[config.mk]
export PLATFORM = sky130hd
export DESIGN_NAME = spi_eeprom_device_unit
export DESIGN_NICKNAME = d
export VERILOG_FILES = /design/src/hw/rtl/sed_pkg.sv /design/src/hw/rtl/sed_ram.sv /design/src/hw/rtl/sed_fifo.sv /design/src/hw/rtl/sed_front.sv /design/src/hw/rtl/sed_back.sv /design/src/hw/rtl/spi_eeprom_device_unit.sv
export SDC_FILE = /design/constraint.sdc
export NUM_CORES = 2
export LEC_CHECK = 0
export BUFFER_PORTS_ARGS = -buffer_cell sky130_fd_sc_hd__buf_2
export CAP_MARGIN = 25
export CORE_ASPECT_RATIO = 1.2
export CORE_MARGIN = 8
export CORE_UTILIZATION = 50
export DETAILED_ROUTE_END_ITERATION = 10
export PLACE_DENSITY = 0.74
export SLEW_MARGIN = 5
export SYNTH_ARGS = -nofsm -noshare
export SYNTH_HDL_FRONTEND = slang
export SYNTH_HIERARCHICAL = 1
export SYNTH_SLANG_ARGS = --single-unit
[constraint.sdc]
create_clock -name clk -period 9.65 [get_ports clk]
set_clock_uncertainty 0.2 [all_clocks]
set_input_delay 0.965 -clock clk [delete_from_list [all_inputs] [get_ports clk]]
set_output_delay 0.965 -clock clk [all_outputs]
set_load 0.01 [all_outputs]
[src/hw/rtl/sed_pkg.sv]
// Shared types, command codes and helpers of the SPI EEPROM device.
`default_nettype none

package sed_pkg;

  // Request kinds carried on req_type.
  typedef enum logic [1:0] {
    OP_SEL   = 2'd0,
    OP_XCHG  = 2'd1,
    OP_DESEL = 2'd2,
    OP_TICK  = 2'd3
  } op_t;

  // Command class of the byte in an exchange, resolved at the front.
  typedef enum logic [2:0] {
    CLS_OTHER = 3'd0,
    CLS_READ  = 3'd1,
    CLS_WRITE = 3'd2,
    CLS_RDSR  = 3'd3,
    CLS_WREN  = 3'd4
  } cls_t;

  localparam logic [7:0] CMD_READ  = 8'h03;
  localparam logic [7:0] CMD_WRITE = 8'h02;
  localparam logic [7:0] CMD_RDSR  = 8'h05;
  localparam logic [7:0] CMD_WREN  = 8'h06;
  localparam logic [7:0] UID_FIRST = 8'hFA;
  localparam logic [7:0] UID_LAST  = 8'hFF;
  localparam logic [7:0] NO_DRIVE  = 8'hFF;

  localparam int CFG_IDX_W = 1;
  localparam logic [CFG_IDX_W-1:0] CFG_WRITE_CYCLE_TICKS = 1'd0;
  localparam logic [CFG_IDX_W-1:0] CFG_UNIQUE_ID         = 1'd1;

  localparam logic [15:0] TICKS_RESET = 16'd500;

  typedef struct packed {
    op_t        op;
    logic [7:0] data;
    cls_t       cls;
  } item_t;

  typedef struct packed {
    logic [7:0] miso;
    logic       busy;
  } res_t;

  // Byte of the unique ID at offset ofs from the first ID address, MSB first.
  function automatic logic [7:0] uid_byte(input logic [47:0] uid, input logic [2:0] ofs);
    logic [7:0] b;
    case (ofs)
      3'd0:    b = uid[47:40];
      3'd1:    b = uid[39:32];
      3'd2:    b = uid[31:24];
      3'd3:    b = uid[23:16];
      3'd4:    b = uid[15:8];
      3'd5:    b = uid[7:0];
      default: b = NO_DRIVE;
    endcase
    return b;
  endfunction

endpackage

`default_nettype wire

[src/hw/rtl/sed_ram.sv]
// Generic simple dual-port RAM with one write port and a registered read port.
`default_nettype none

module sed_ram #(
  parameter int WIDTH = 8,
  parameter int DEPTH = 256,
  localparam int AW = (DEPTH > 1) ? $clog2(DEPTH) : 1
) (
  input  wire logic             clk,
  input  wire logic             we,
  input  wire logic [AW-1:0]    waddr,
  input  wire logic [WIDTH-1:0] wdata,
  input  wire logic [AW-1:0]    raddr,
  output logic      [WIDTH-1:0] rdata
);

  logic [WIDTH-1:0] mem [DEPTH];

  always_ff @(posedge clk) begin
    if (we) begin
      mem[waddr] <= wdata;
    end
    rdata <= mem[raddr];
  end

endmodule

`default_nettype wire

[src/hw/rtl/sed_fifo.sv]
// Two-entry queue used between the front, the back and the result port.
`default_nettype none

module sed_fifo #(
  parameter int WIDTH = 8
) (
  input  wire logic             clk,
  input  wire logic             rst,
  input  wire logic             wr_en,
  input  wire logic [WIDTH-1:0] wr_data,
  output logic                  full,
  input  wire logic             rd_en,
  output logic      [WIDTH-1:0] rd_data,
  output logic                  empty
);

  logic [WIDTH-1:0] entry [2];
  logic             wr_ptr;
  logic             rd_ptr;
  logic [1:0]       count;
  logic             do_wr;
  logic             do_rd;

  assign full    = (count == 2'd2);
  assign empty   = (count == 2'd0);
  assign rd_data = entry[rd_ptr];
  assign do_wr   = wr_en && !full;
  assign do_rd   = rd_en && !empty;

  always_ff @(posedge clk) begin
    if (do_wr) begin
      entry[wr_ptr] <= wr_data;
    end
  end

  always_ff @(posedge clk) begin
    if (rst) begin
      wr_ptr <= 1'b0;
      rd_ptr <= 1'b0;
      count  <= 2'd0;
    end else begin
      if (do_wr) begin
        wr_ptr <= !wr_ptr;
      end
      if (do_rd) begin
        rd_ptr <= !rd_ptr;
      end
      case ({do_wr, do_rd})
        2'b10:   count <= count + 2'd1;
        2'b01:   count <= count - 2'd1;
        default: count <= count;
      endcase
    end
  end

endmodule

`default_nettype wire

[src/hw/rtl/sed_front.sv]
// Front end: takes bus requests, decodes the command class and queues them.
`default_nettype none

module sed_front (
  input  wire logic            clk,
  input  wire logic            rst,
  input  wire logic            push,
  output logic                 full,
  input  wire logic [1:0]      req_type,
  input  wire logic [7:0]      mosi_byte,
  input  wire logic            clearing,
  input  wire logic            item_pop,
  output logic                 item_valid,
  output sed_pkg::item_t       item
);

  import sed_pkg::*;

  item_t item_in;
  logic  q_full;
  logic  q_empty;
  logic [$bits(item_t)-1:0] q_rdata;

  always_comb begin
    item_in.op   = op_t'(req_type);
    item_in.data = mosi_byte;
    case (mosi_byte)
      CMD_READ:  item_in.cls = CLS_READ;
      CMD_WRITE: item_in.cls = CLS_WRITE;
      CMD_RDSR:  item_in.cls = CLS_RDSR;
      CMD_WREN:  item_in.cls = CLS_WREN;
      default:   item_in.cls = CLS_OTHER;
    endcase
  end

  // No beat is taken while the cell array is being erased after reset.
  assign full       = q_full || clearing;
  assign item_valid = !q_empty;
  assign item       = item_t'(q_rdata);

  sed_fifo #(
    .WIDTH($bits(item_t))
  ) u_queue (
    .clk    (clk),
    .rst    (rst),
    .wr_en  (push && !full),
    .wr_data(item_in),
    .full   (q_full),
    .rd_en  (item_pop),
    .rd_data(q_rdata),
    .empty  (q_empty)
  );

endmodule

`default_nettype wire

[src/hw/rtl/sed_back.sv]
// Back end: SPI transaction state, cell array, page buffer and page commit.
`default_nettype none

module sed_back #(
  parameter int MEM_BYTES  = 256,
  parameter int PAGE_BYTES = 16
) (
  input  wire logic            clk,
  input  wire logic            rst,
  input  wire logic [15:0]     write_cycle_ticks,
  input  wire logic [47:0]     unique_id,
  input  wire logic            item_valid,
  input  wire sed_pkg::item_t  item,
  output logic                 item_pop,
  output logic                 clearing,
  input  wire logic            res_full,
  output logic                 res_push,
  output sed_pkg::res_t        res
);

  import sed_pkg::*;

  localparam int AW  = $clog2(MEM_BYTES);
  localparam int PW  = (PAGE_BYTES > 1) ? $clog2(PAGE_BYTES) : 1;
  localparam int NW  = $clog2(PAGE_BYTES + 1);
  localparam int CW  = (AW > 8) ? AW : 8;
  localparam int TW0 = (AW > PW) ? AW : PW;
  localparam int TW  = ((TW0 > 8) ? TW0 : 8) + 1;

  typedef enum logic [1:0] {
    ST_CLEAR,
    ST_IDLE,
    ST_READ,
    ST_COMMIT
  } state_t;

  typedef enum logic [1:0] {
    PH_CMD,
    PH_ADDR,
    PH_DATA,
    PH_IGNORE
  } phase_t;

  state_t          state, state_next;
  phase_t          phase, phase_next;
  cls_t            cmd, cmd_next;
  logic            selected, selected_next;
  logic            wel, wel_next;
  logic [15:0]     busy_cnt, busy_cnt_next;
  logic [AW-1:0]   addr, addr_next;
  logic [AW-1:0]   page_base, page_base_next;
  logic [PW-1:0]   page_off, page_off_next;
  logic            page_any, page_any_next;
  logic [PAGE_BYTES-1:0] page_valid, page_valid_next;
  logic [AW-1:0]   clr_idx, clr_idx_next;
  logic [NW-1:0]   cmt_idx, cmt_idx_next;

  logic [CW-1:0]   byte_w;
  logic [AW-1:0]   new_addr;
  logic [TW-1:0]   new_addr_p;
  logic [TW-1:0]   new_off_p;
  logic [CW-1:0]   addr_w;
  logic            uid_hit;
  logic [2:0]      uid_ofs;
  logic            busy;
  logic [NW-1:0]   cmt_prev;
  logic [PW-1:0]   cmt_slot;
  logic [TW-1:0]   cmt_target;
  logic            cmt_keep;

  logic            cell_we;
  logic [AW-1:0]   cell_waddr;
  logic [7:0]      cell_wdata;
  logic [7:0]      cell_rdata;
  logic            page_we;
  logic [7:0]      page_rdata;

  assign busy       = (busy_cnt != 16'd0);
  assign clearing   = (state == ST_CLEAR);

  assign byte_w     = CW'(item.data);
  assign new_addr   = byte_w[AW-1:0];
  assign new_addr_p = TW'(new_addr);
  assign new_off_p  = TW'(new_addr_p % PAGE_BYTES);

  assign addr_w     = CW'(addr);
  assign uid_hit    = (addr_w >= CW'(UID_FIRST)) && (addr_w <= CW'(UID_LAST));
  assign uid_ofs    = addr_w[2:0] - UID_FIRST[2:0];

  // The page buffer read is registered, so the write of slot k lands in the
  // cycle after its read was issued.
  assign cmt_prev   = cmt_idx - NW'(1);
  assign cmt_slot   = PW'(cmt_prev);
  assign cmt_target = TW'(page_base) + TW'(cmt_slot);
  assign cmt_keep   = (cmt_target >= TW'(UID_FIRST)) && (cmt_target <= TW'(UID_LAST));

  always_comb begin
    state_next      = state;
    phase_next      = phase;
    cmd_next        = cmd;
    selected_next   = selected;
    wel_next        = wel;
    busy_cnt_next   = busy_cnt;
    addr_next       = addr;
    page_base_next  = page_base;
    page_off_next   = page_off;
    page_any_next   = page_any;
    page_valid_next = page_valid;
    clr_idx_next    = clr_idx;
    cmt_idx_next    = cmt_idx;
    item_pop        = 1'b0;
    res_push        = 1'b0;
    res.miso        = NO_DRIVE;
    cell_we         = 1'b0;
    cell_waddr      = clr_idx;
    cell_wdata      = NO_DRIVE;
    page_we         = 1'b0;

    case (state)
      ST_CLEAR: begin
        cell_we      = 1'b1;
        clr_idx_next = clr_idx + AW'(1);
        if (clr_idx == AW'(MEM_BYTES - 1)) begin
          state_next = ST_IDLE;
        end
      end

      ST_IDLE: begin
        if (item_valid && !res_full) begin
          item_pop = 1'b1;
          res_push = 1'b1;
          case (item.op)
            OP_SEL: begin
              selected_next   = 1'b1;
              phase_next      = PH_CMD;
              cmd_next        = CLS_OTHER;
              page_valid_next = '0;
              page_any_next   = 1'b0;
              page_base_next  = '0;
              page_off_next   = '0;
            end

            OP_XCHG: begin
              if (selected) begin
                case (phase)
                  PH_CMD: begin
                    cmd_next = item.cls;
                    if (busy && item.cls != CLS_RDSR) begin
                      phase_next = PH_IGNORE;
                    end else begin
                      case (item.cls)
                        CLS_READ:  phase_next = PH_ADDR;
                        CLS_WRITE: phase_next = wel ? PH_ADDR : PH_IGNORE;
                        CLS_RDSR:  phase_next = PH_DATA;
                        default:   phase_next = PH_IGNORE;
                      endcase
                    end
                  end

                  PH_ADDR: begin
                    addr_next = new_addr;
                    if (cmd == CLS_WRITE) begin
                      page_off_next  = PW'(new_off_p);
                      page_base_next = AW'(new_addr_p - new_off_p);
                    end
                    phase_next = PH_DATA;
                  end

                  PH_DATA: begin
                    case (cmd)
                      CLS_READ: begin
                        addr_next = addr + AW'(1);
                        if (uid_hit) begin
                          res.miso = uid_byte(unique_id, uid_ofs);
                        end else begin
                          // Cell data come back from the array next cycle.
                          res_push   = 1'b0;
                          state_next = ST_READ;
                        end
                      end
                      CLS_WRITE: begin
                        page_we                   = 1'b1;
                        page_valid_next[page_off] = 1'b1;
                        page_any_next             = 1'b1;
                        page_off_next = PW'((TW'(page_off) + TW'(1)) % PAGE_BYTES);
                      end
                      CLS_RDSR: begin
                        res.miso = {6'd0, wel, busy};
                      end
                      default: begin
                      end
                    endcase
                  end

                  default: begin
                  end
                endcase
              end
            end

            OP_DESEL: begin
              if (selected) begin
                if (phase == PH_DATA && cmd == CLS_WRITE && page_any) begin
                  res_push     = 1'b0;
                  cmt_idx_next = '0;
                  state_next   = ST_COMMIT;
                end else begin
                  if (phase == PH_IGNORE && cmd == CLS_WREN && !busy) begin
                    wel_next = 1'b1;
                  end
                  selected_next   = 1'b0;
                  phase_next      = PH_CMD;
                  page_valid_next = '0;
                  page_any_next   = 1'b0;
                  page_base_next  = '0;
                  page_off_next   = '0;
                end
              end
            end

            default: begin
              if (busy) begin
                busy_cnt_next = busy_cnt - 16'd1;
              end
            end
          endcase
        end
      end

      ST_READ: begin
        res_push   = 1'b1;
        res.miso   = cell_rdata;
        state_next = ST_IDLE;
      end

      default: begin
        cmt_idx_next = cmt_idx + NW'(1);
        if (cmt_idx != '0) begin
          cell_waddr = AW'(cmt_target);
          cell_wdata = page_rdata;
          cell_we    = page_valid[cmt_slot] && (cmt_target < TW'(MEM_BYTES)) && !cmt_keep;
        end
        if (cmt_idx == NW'(PAGE_BYTES)) begin
          wel_next        = 1'b0;
          busy_cnt_next   = write_cycle_ticks;
          selected_next   = 1'b0;
          phase_next      = PH_CMD;
          page_valid_next = '0;
          page_any_next   = 1'b0;
          page_base_next  = '0;
          page_off_next   = '0;
          res_push        = 1'b1;
          state_next      = ST_IDLE;
        end
      end
    endcase

    res.busy = (busy_cnt_next != 16'd0);
  end

  always_ff @(posedge clk) begin
    if (rst) begin
      state      <= ST_CLEAR;
      phase      <= PH_CMD;
      cmd        <= CLS_OTHER;
      selected   <= 1'b0;
      wel        <= 1'b0;
      busy_cnt   <= 16'd0;
      addr       <= '0;
      page_base  <= '0;
      page_off   <= '0;
      page_any   <= 1'b0;
      page_valid <= '0;
      clr_idx    <= '0;
      cmt_idx    <= '0;
    end else begin
      state      <= state_next;
      phase      <= phase_next;
      cmd        <= cmd_next;
      selected   <= selected_next;
      wel        <= wel_next;
      busy_cnt   <= busy_cnt_next;
      addr       <= addr_next;
      page_base  <= page_base_next;
      page_off   <= page_off_next;
      page_any   <= page_any_next;
      page_valid <= page_valid_next;
      clr_idx    <= clr_idx_next;
      cmt_idx    <= cmt_idx_next;
    end
  end

  sed_ram #(
    .WIDTH(8),
    .DEPTH(MEM_BYTES)
  ) u_cells (
    .clk  (clk),
    .we   (cell_we),
    .waddr(cell_waddr),
    .wdata(cell_wdata),
    .raddr(addr),
    .rdata(cell_rdata)
  );

  sed_ram #(
    .WIDTH(8),
    .DEPTH(PAGE_BYTES)
  ) u_page (
    .clk  (clk),
    .we   (page_we),
    .waddr(page_off),
    .wdata(item.data),
    .raddr(PW'(cmt_idx)),
    .rdata(page_rdata)
  );

endmodule

`default_nettype wire

[src/hw/rtl/spi_eeprom_device_unit.sv]
// Top level of the SPI EEPROM device: config registers, front, back, result queue.
//
// Channel   Direction  Handshake        Payload
// request   in         push / full      req_type, mosi_byte
// result    out        empty / pop      miso_byte, busy_res
// config    in         cfg_valid/ready  cfg_index, cfg_data
//
// A request beat passes the request queue, the back end and the result queue; a
// read data byte also waits for the registered cell array read. A deassert that
// commits a page walks the page buffer one slot per cycle before its result.
// While the cell array is erased to 0xFF after reset, full stays high.
// MEM_BYTES and PAGE_BYTES must be powers of two; the block does not check this.
// Up to two requests and two results are buffered, so each side stalls alone.
`default_nettype none

module spi_eeprom_device_unit #(
  parameter int MEM_BYTES  = 256,
  parameter int PAGE_BYTES = 16
) (
  input  wire logic                             clk,
  input  wire logic                             rst,
  input  wire logic                             push,
  output logic                                  full,
  input  wire logic [1:0]                       req_type,
  input  wire logic [7:0]                       mosi_byte,
  output logic                                  empty,
  input  wire logic                             pop,
  output logic      [7:0]                       miso_byte,
  output logic                                  busy_res,
  input  wire logic                             cfg_valid,
  output logic                                  cfg_ready,
  input  wire logic [sed_pkg::CFG_IDX_W-1:0]    cfg_index,
  input  wire logic [47:0]                      cfg_data
);

  import sed_pkg::*;

  logic [15:0] write_cycle_ticks;
  logic [47:0] unique_id;
  logic        item_valid;
  item_t       item;
  logic        item_pop;
  logic        clearing;
  logic        res_full;
  logic        res_push;
  res_t        res;
  res_t        res_out;
  logic [$bits(res_t)-1:0] res_rdata;

  assign cfg_ready = 1'b1;

  always_ff @(posedge clk) begin
    if (rst) begin
      write_cycle_ticks <= TICKS_RESET;
      unique_id         <= 48'd0;
    end else if (cfg_valid && cfg_ready) begin
      case (cfg_index)
        CFG_WRITE_CYCLE_TICKS: write_cycle_ticks <= cfg_data[15:0];
        CFG_UNIQUE_ID:         unique_id         <= cfg_data;
        default: begin
        end
      endcase
    end
  end

  sed_front u_front (
    .clk       (clk),
    .rst       (rst),
    .push      (push),
    .full      (full),
    .req_type  (req_type),
    .mosi_byte (mosi_byte),
    .clearing  (clearing),
    .item_pop  (item_pop),
    .item_valid(item_valid),
    .item      (item)
  );

  sed_back #(
    .MEM_BYTES (MEM_BYTES),
    .PAGE_BYTES(PAGE_BYTES)
  ) u_back (
    .clk              (clk),
    .rst              (rst),
    .write_cycle_ticks(write_cycle_ticks),
    .unique_id        (unique_id),
    .item_valid       (item_valid),
    .item             (item),
    .item_pop         (item_pop),
    .clearing         (clearing),
    .res_full         (res_full),
    .res_push         (res_push),
    .res              (res)
  );

  sed_fifo #(
    .WIDTH($bits(res_t))
  ) u_res_queue (
    .clk    (clk),
    .rst    (rst),
    .wr_en  (res_push),
    .wr_data(res),
    .full   (res_full),
    .rd_en  (pop),
    .rd_data(res_rdata),
    .empty  (empty)
  );

  assign res_out   = res_t'(res_rdata);
  assign miso_byte = res_out.miso;
  assign busy_res  = res_out.busy;

  // Every result the back end produces must find room in the result queue.
  a_no_res_overflow: assert property (@(posedge clk) disable iff (rst)
    res_push |-> !res_full)
    else $error("result pushed into a full queue");

  // The back end only takes a request that the front end holds.
  a_pop_with_item: assert property (@(posedge clk) disable iff (rst)
    item_pop |-> item_valid)
    else $error("request popped from an empty queue");

  // While the erase pass runs, no request beat may be taken.
  a_clear_blocks_input: assert property (@(posedge clk) disable iff (rst)
    clearing |-> full)
    else $error("request port open during erase pass");

  // A tick taken from the request queue yields its result in the same cycle.
  a_pop_gives_result: assert property (@(posedge clk) disable iff (rst)
    (item_pop && item.op == OP_TICK) |-> res_push)
    else $error("tick request produced no result");

endmodule

`default_nettype wire

==> reports/metrics.yaml <==
rows: 175
grt_overflow: 0
timing.slew.headroom: 0.231
regToRegSetupSlack_ps: 4140
vias: 50101
ys_warn_count: 6
maxCapViolCount: 0
clk_latency_ps: 850
clk_pin_slew_ps: 70
avgSynthCellArea_um2: 18.8
leakagePower_uw: 0.0276
fillers: 13877
cts.sinks: 2381
ys_async_sr_fraction: 0
viasPerCell: 6.44
cts_tree: "built"
nNetsFinal: 5206
final_common_cell: "edfxtp_1"
cp.arrival_ps: 5800
grt_first_pass_wirelength_mm: 342
totalWireLength_mm: 234
ios: 76
cts_max_level: 4
pwr-share-clk: 0.429
ys.flop_type: "edfxtp_1"
fp.dieH_um: 494
start_util: 0.503
hpwl_mm: 142
clock.fmax_ghz: 0.181
pwr-share-comb: 0.018
rsz0062_at_grt: "false"
ctsHoldBuffers: 0
ys_seq_elements: 2381
syn_inst: 5060
period_needed_ps: 5510
cp.required_ps: 9930
hold_viol_final: 0
cts_buffer_depth: 3
grt_start_max_net_pins: 189
grt_pass1_vias: 49855
cts_made_buffers: 207
placed_area_um2: 97500
synth_seq_area_share: 0.735
initialDrtViolationCount: 6900
synth_cell_types: 95
finalSetupTns_ps: 0
syn_area_um2: 95100
grt_antenna_before_repair: 7
die_w_um: 414
area_growth_pct: 10.2
core_area_um2: 189000
dr.pass1.iters: 6
swShare: 0.199
mostFrequentLayoutCells: "edfxtp_1 (2,220), mux4_2 (476), nor2_1 (402)"
power.internal_uw: 16200
cts_resized: 0
cts-root-buf: "clkbuf_16"
outcome: "finished clean"
peakVddDrop_v: 0.000203
crit_type: "reg -> reg"
wire_per_inst_um: 30.1
gp_congestion: 0.894
power_switching_uw: 4010
period_share: 0.571
synth_fp_nets: 5152
tightest_slew_ps: 1140
finalSetupViolCount: 0
worst_setup_path_end_kind: "flop"
design_area_um2: 105000
place.port_buffers: 74
seq_power_share: 0.553
track_usage: 0.224
slew_viol_final: 0
power_density_nw_per_um2: 193
synth_edf_count: 2220
drc: 0
drive_gt1_frac: 0.216
cts_setup_buffers: 0
worstHoldPathType: "in -> reg"
die_area_um2: 204000
crit_fanout: 38
start_kind: "flop"
antenna_left: 0
-- critical path, stage by stage (launching register included) --
cell and delay (ps):
dfxtp_1 300, buf_4 280, inv_1 150, ha_1 210
nor4b_1 390, nand2b_1 170, buf_4 260, nor2_1 70
a21oi_1 690, nand4_1 690, inv_1 260, nand2_2 590
nor2_1 880
-- power by group through the flow --
stage	logic, uW	clock network (uW)	registers (uW)
final	357	8670	11200
after floorplan	212	0	11400
after global routing	374	9140	11200
after detailed placement	350	0	11400
after CTS	352	8780	11200
after global placement	346	0	11400
-- sequential cells by signal, indices dropped and copies added, names as in the netlist, 3 cells and up, named ones only --
register               flops
u_back/u_cells/mem      2048
u_back/u_page/mem        128
unique_id                 48
u_front/u_queue/entry     26
u_res_queue/entry         18
u_back/busy_cnt           16
u_back/page_valid         16
write_cycle_ticks         16
u_back/addr                8
u_back/clr_idx             8
u_back/u_cells/rdata       8
u_back/u_page/rdata        8
u_back/cmt_idx             5
u_back/page_base           4
u_back/page_off            4
u_back/cmd                 3
-- per-stage QoR --
step                 util  total power (uW)  cells  hold slack [ps]  worst slack, ps
floorplan               -             11600   5060              232             5220
detailed placement  0.516             11700   7380              262             4150
finish              0.554             20200   7779              122             4140
global placement    0.515             11700   7373              249             4080
CTS                 0.554             20300   7770             57.7             4070
global route        0.554             20700   7774             88.5             3860
-- Yosys cell counts (15+ instances only) --
master,n,area share
mux2_2,38,0.0045
o22ai_1,30,0.0020
nor2_1,405,0.016
nand2b_1,48,0.0032
nor2b_1,42,0.0028
clkbuf_1,156,0.0062
nor4_1,36,0.0024
a22oi_1,166,0.013
inv_1,26,0.0010
a22o_1,15,0.0014
buf_8,19,0.0030
o21ai_0,57,0.0030
o221ai_1,47,0.0043
nand3_1,70,0.0037
buf_6,30,0.0036
nand2_1,102,0.0040
buf_2,56,0.0029
mux4_2,476,0.11
a21oi_2,30,0.0028
a221oi_1,18,0.0017
ha_1,28,0.0037
a31oi_1,23,0.0015
nand4_1,26,0.0017
dfxtp_1,161,0.034
mux2i_1,168,0.018
a211oi_1,25,0.0020
buf_4,29,0.0023
mux4_1,16,0.0044
a21bo_1,30,0.0032
a21oi_1,157,0.0083
nor3_1,41,0.0022
buf_1,23,0.00091
or2_2,17,0.0011
nand3_2,31,0.0033
edfxtp_1,2220,0.70
-- final cells by class --
class | instances | area, um2 | share of cell area
clock buffer | 244 | 5420 | 0.0517
multi-input combinational | 2325 | 23200 | 0.221
sequential | 2381 | 69900 | 0.667
timing repair buffer | 170 | 1250 | 0.0119
inverter | 29 | 109 | 0.00104
tap | 2478 | 3100 | 0.0296
clock inverter | 146 | 1770 | 0.0169
antenna | 6 | 15.0 | 0.000143
-- worst paths after layout --
check / endpoint / cells after the start / from
worst max-delay path: u_back/u_cells/mem[15][2]$_DFFE_PP_ / 12 / u_back/cmt_idx[1]$_SDFFE_PP0P_
worst min-delay path: u_front/u_queue/entry[0][11]$_DFFE_PP_ / 1 / req_type[0]
worst max register to register: u_back/u_cells/mem[15][2]$_DFFE_PP_ / 12 / u_back/cmt_idx[1]$_SDFFE_PP0P_
worst min register to register: u_back/page_valid[12]$_SDFFE_PP0P_ / 2 / u_back/page_valid[12]$_SDFFE_PP0P_
-- routing by layer --
metal / up-vias / global-route usage / routed length [um]
met5: - / 0 / 40
met1: 25872 / 0.287 / 86100
li1: 20702 / - / -
met4: 6 / 0.116 / 14000
met3: 606 / 0.0468 / 22200
met2: 2915 / 0.363 / 112000
-- cells by family after synthesis --
family	count (synthesis)	synth area share
AO/OA/AOI/OAI	677	0.0505
XOR/XNOR	24	0.00236
adder cells (fa/ha/maj)	29	0.00379
buffers and inverters	354	0.0222
flip-flops	2381	0.735
multiplexers	699	0.139
other	2	0.0000790
AND/OR/NAND/NOR	894	0.0467
Note: power is estimated with default switching activity, not from simulation.
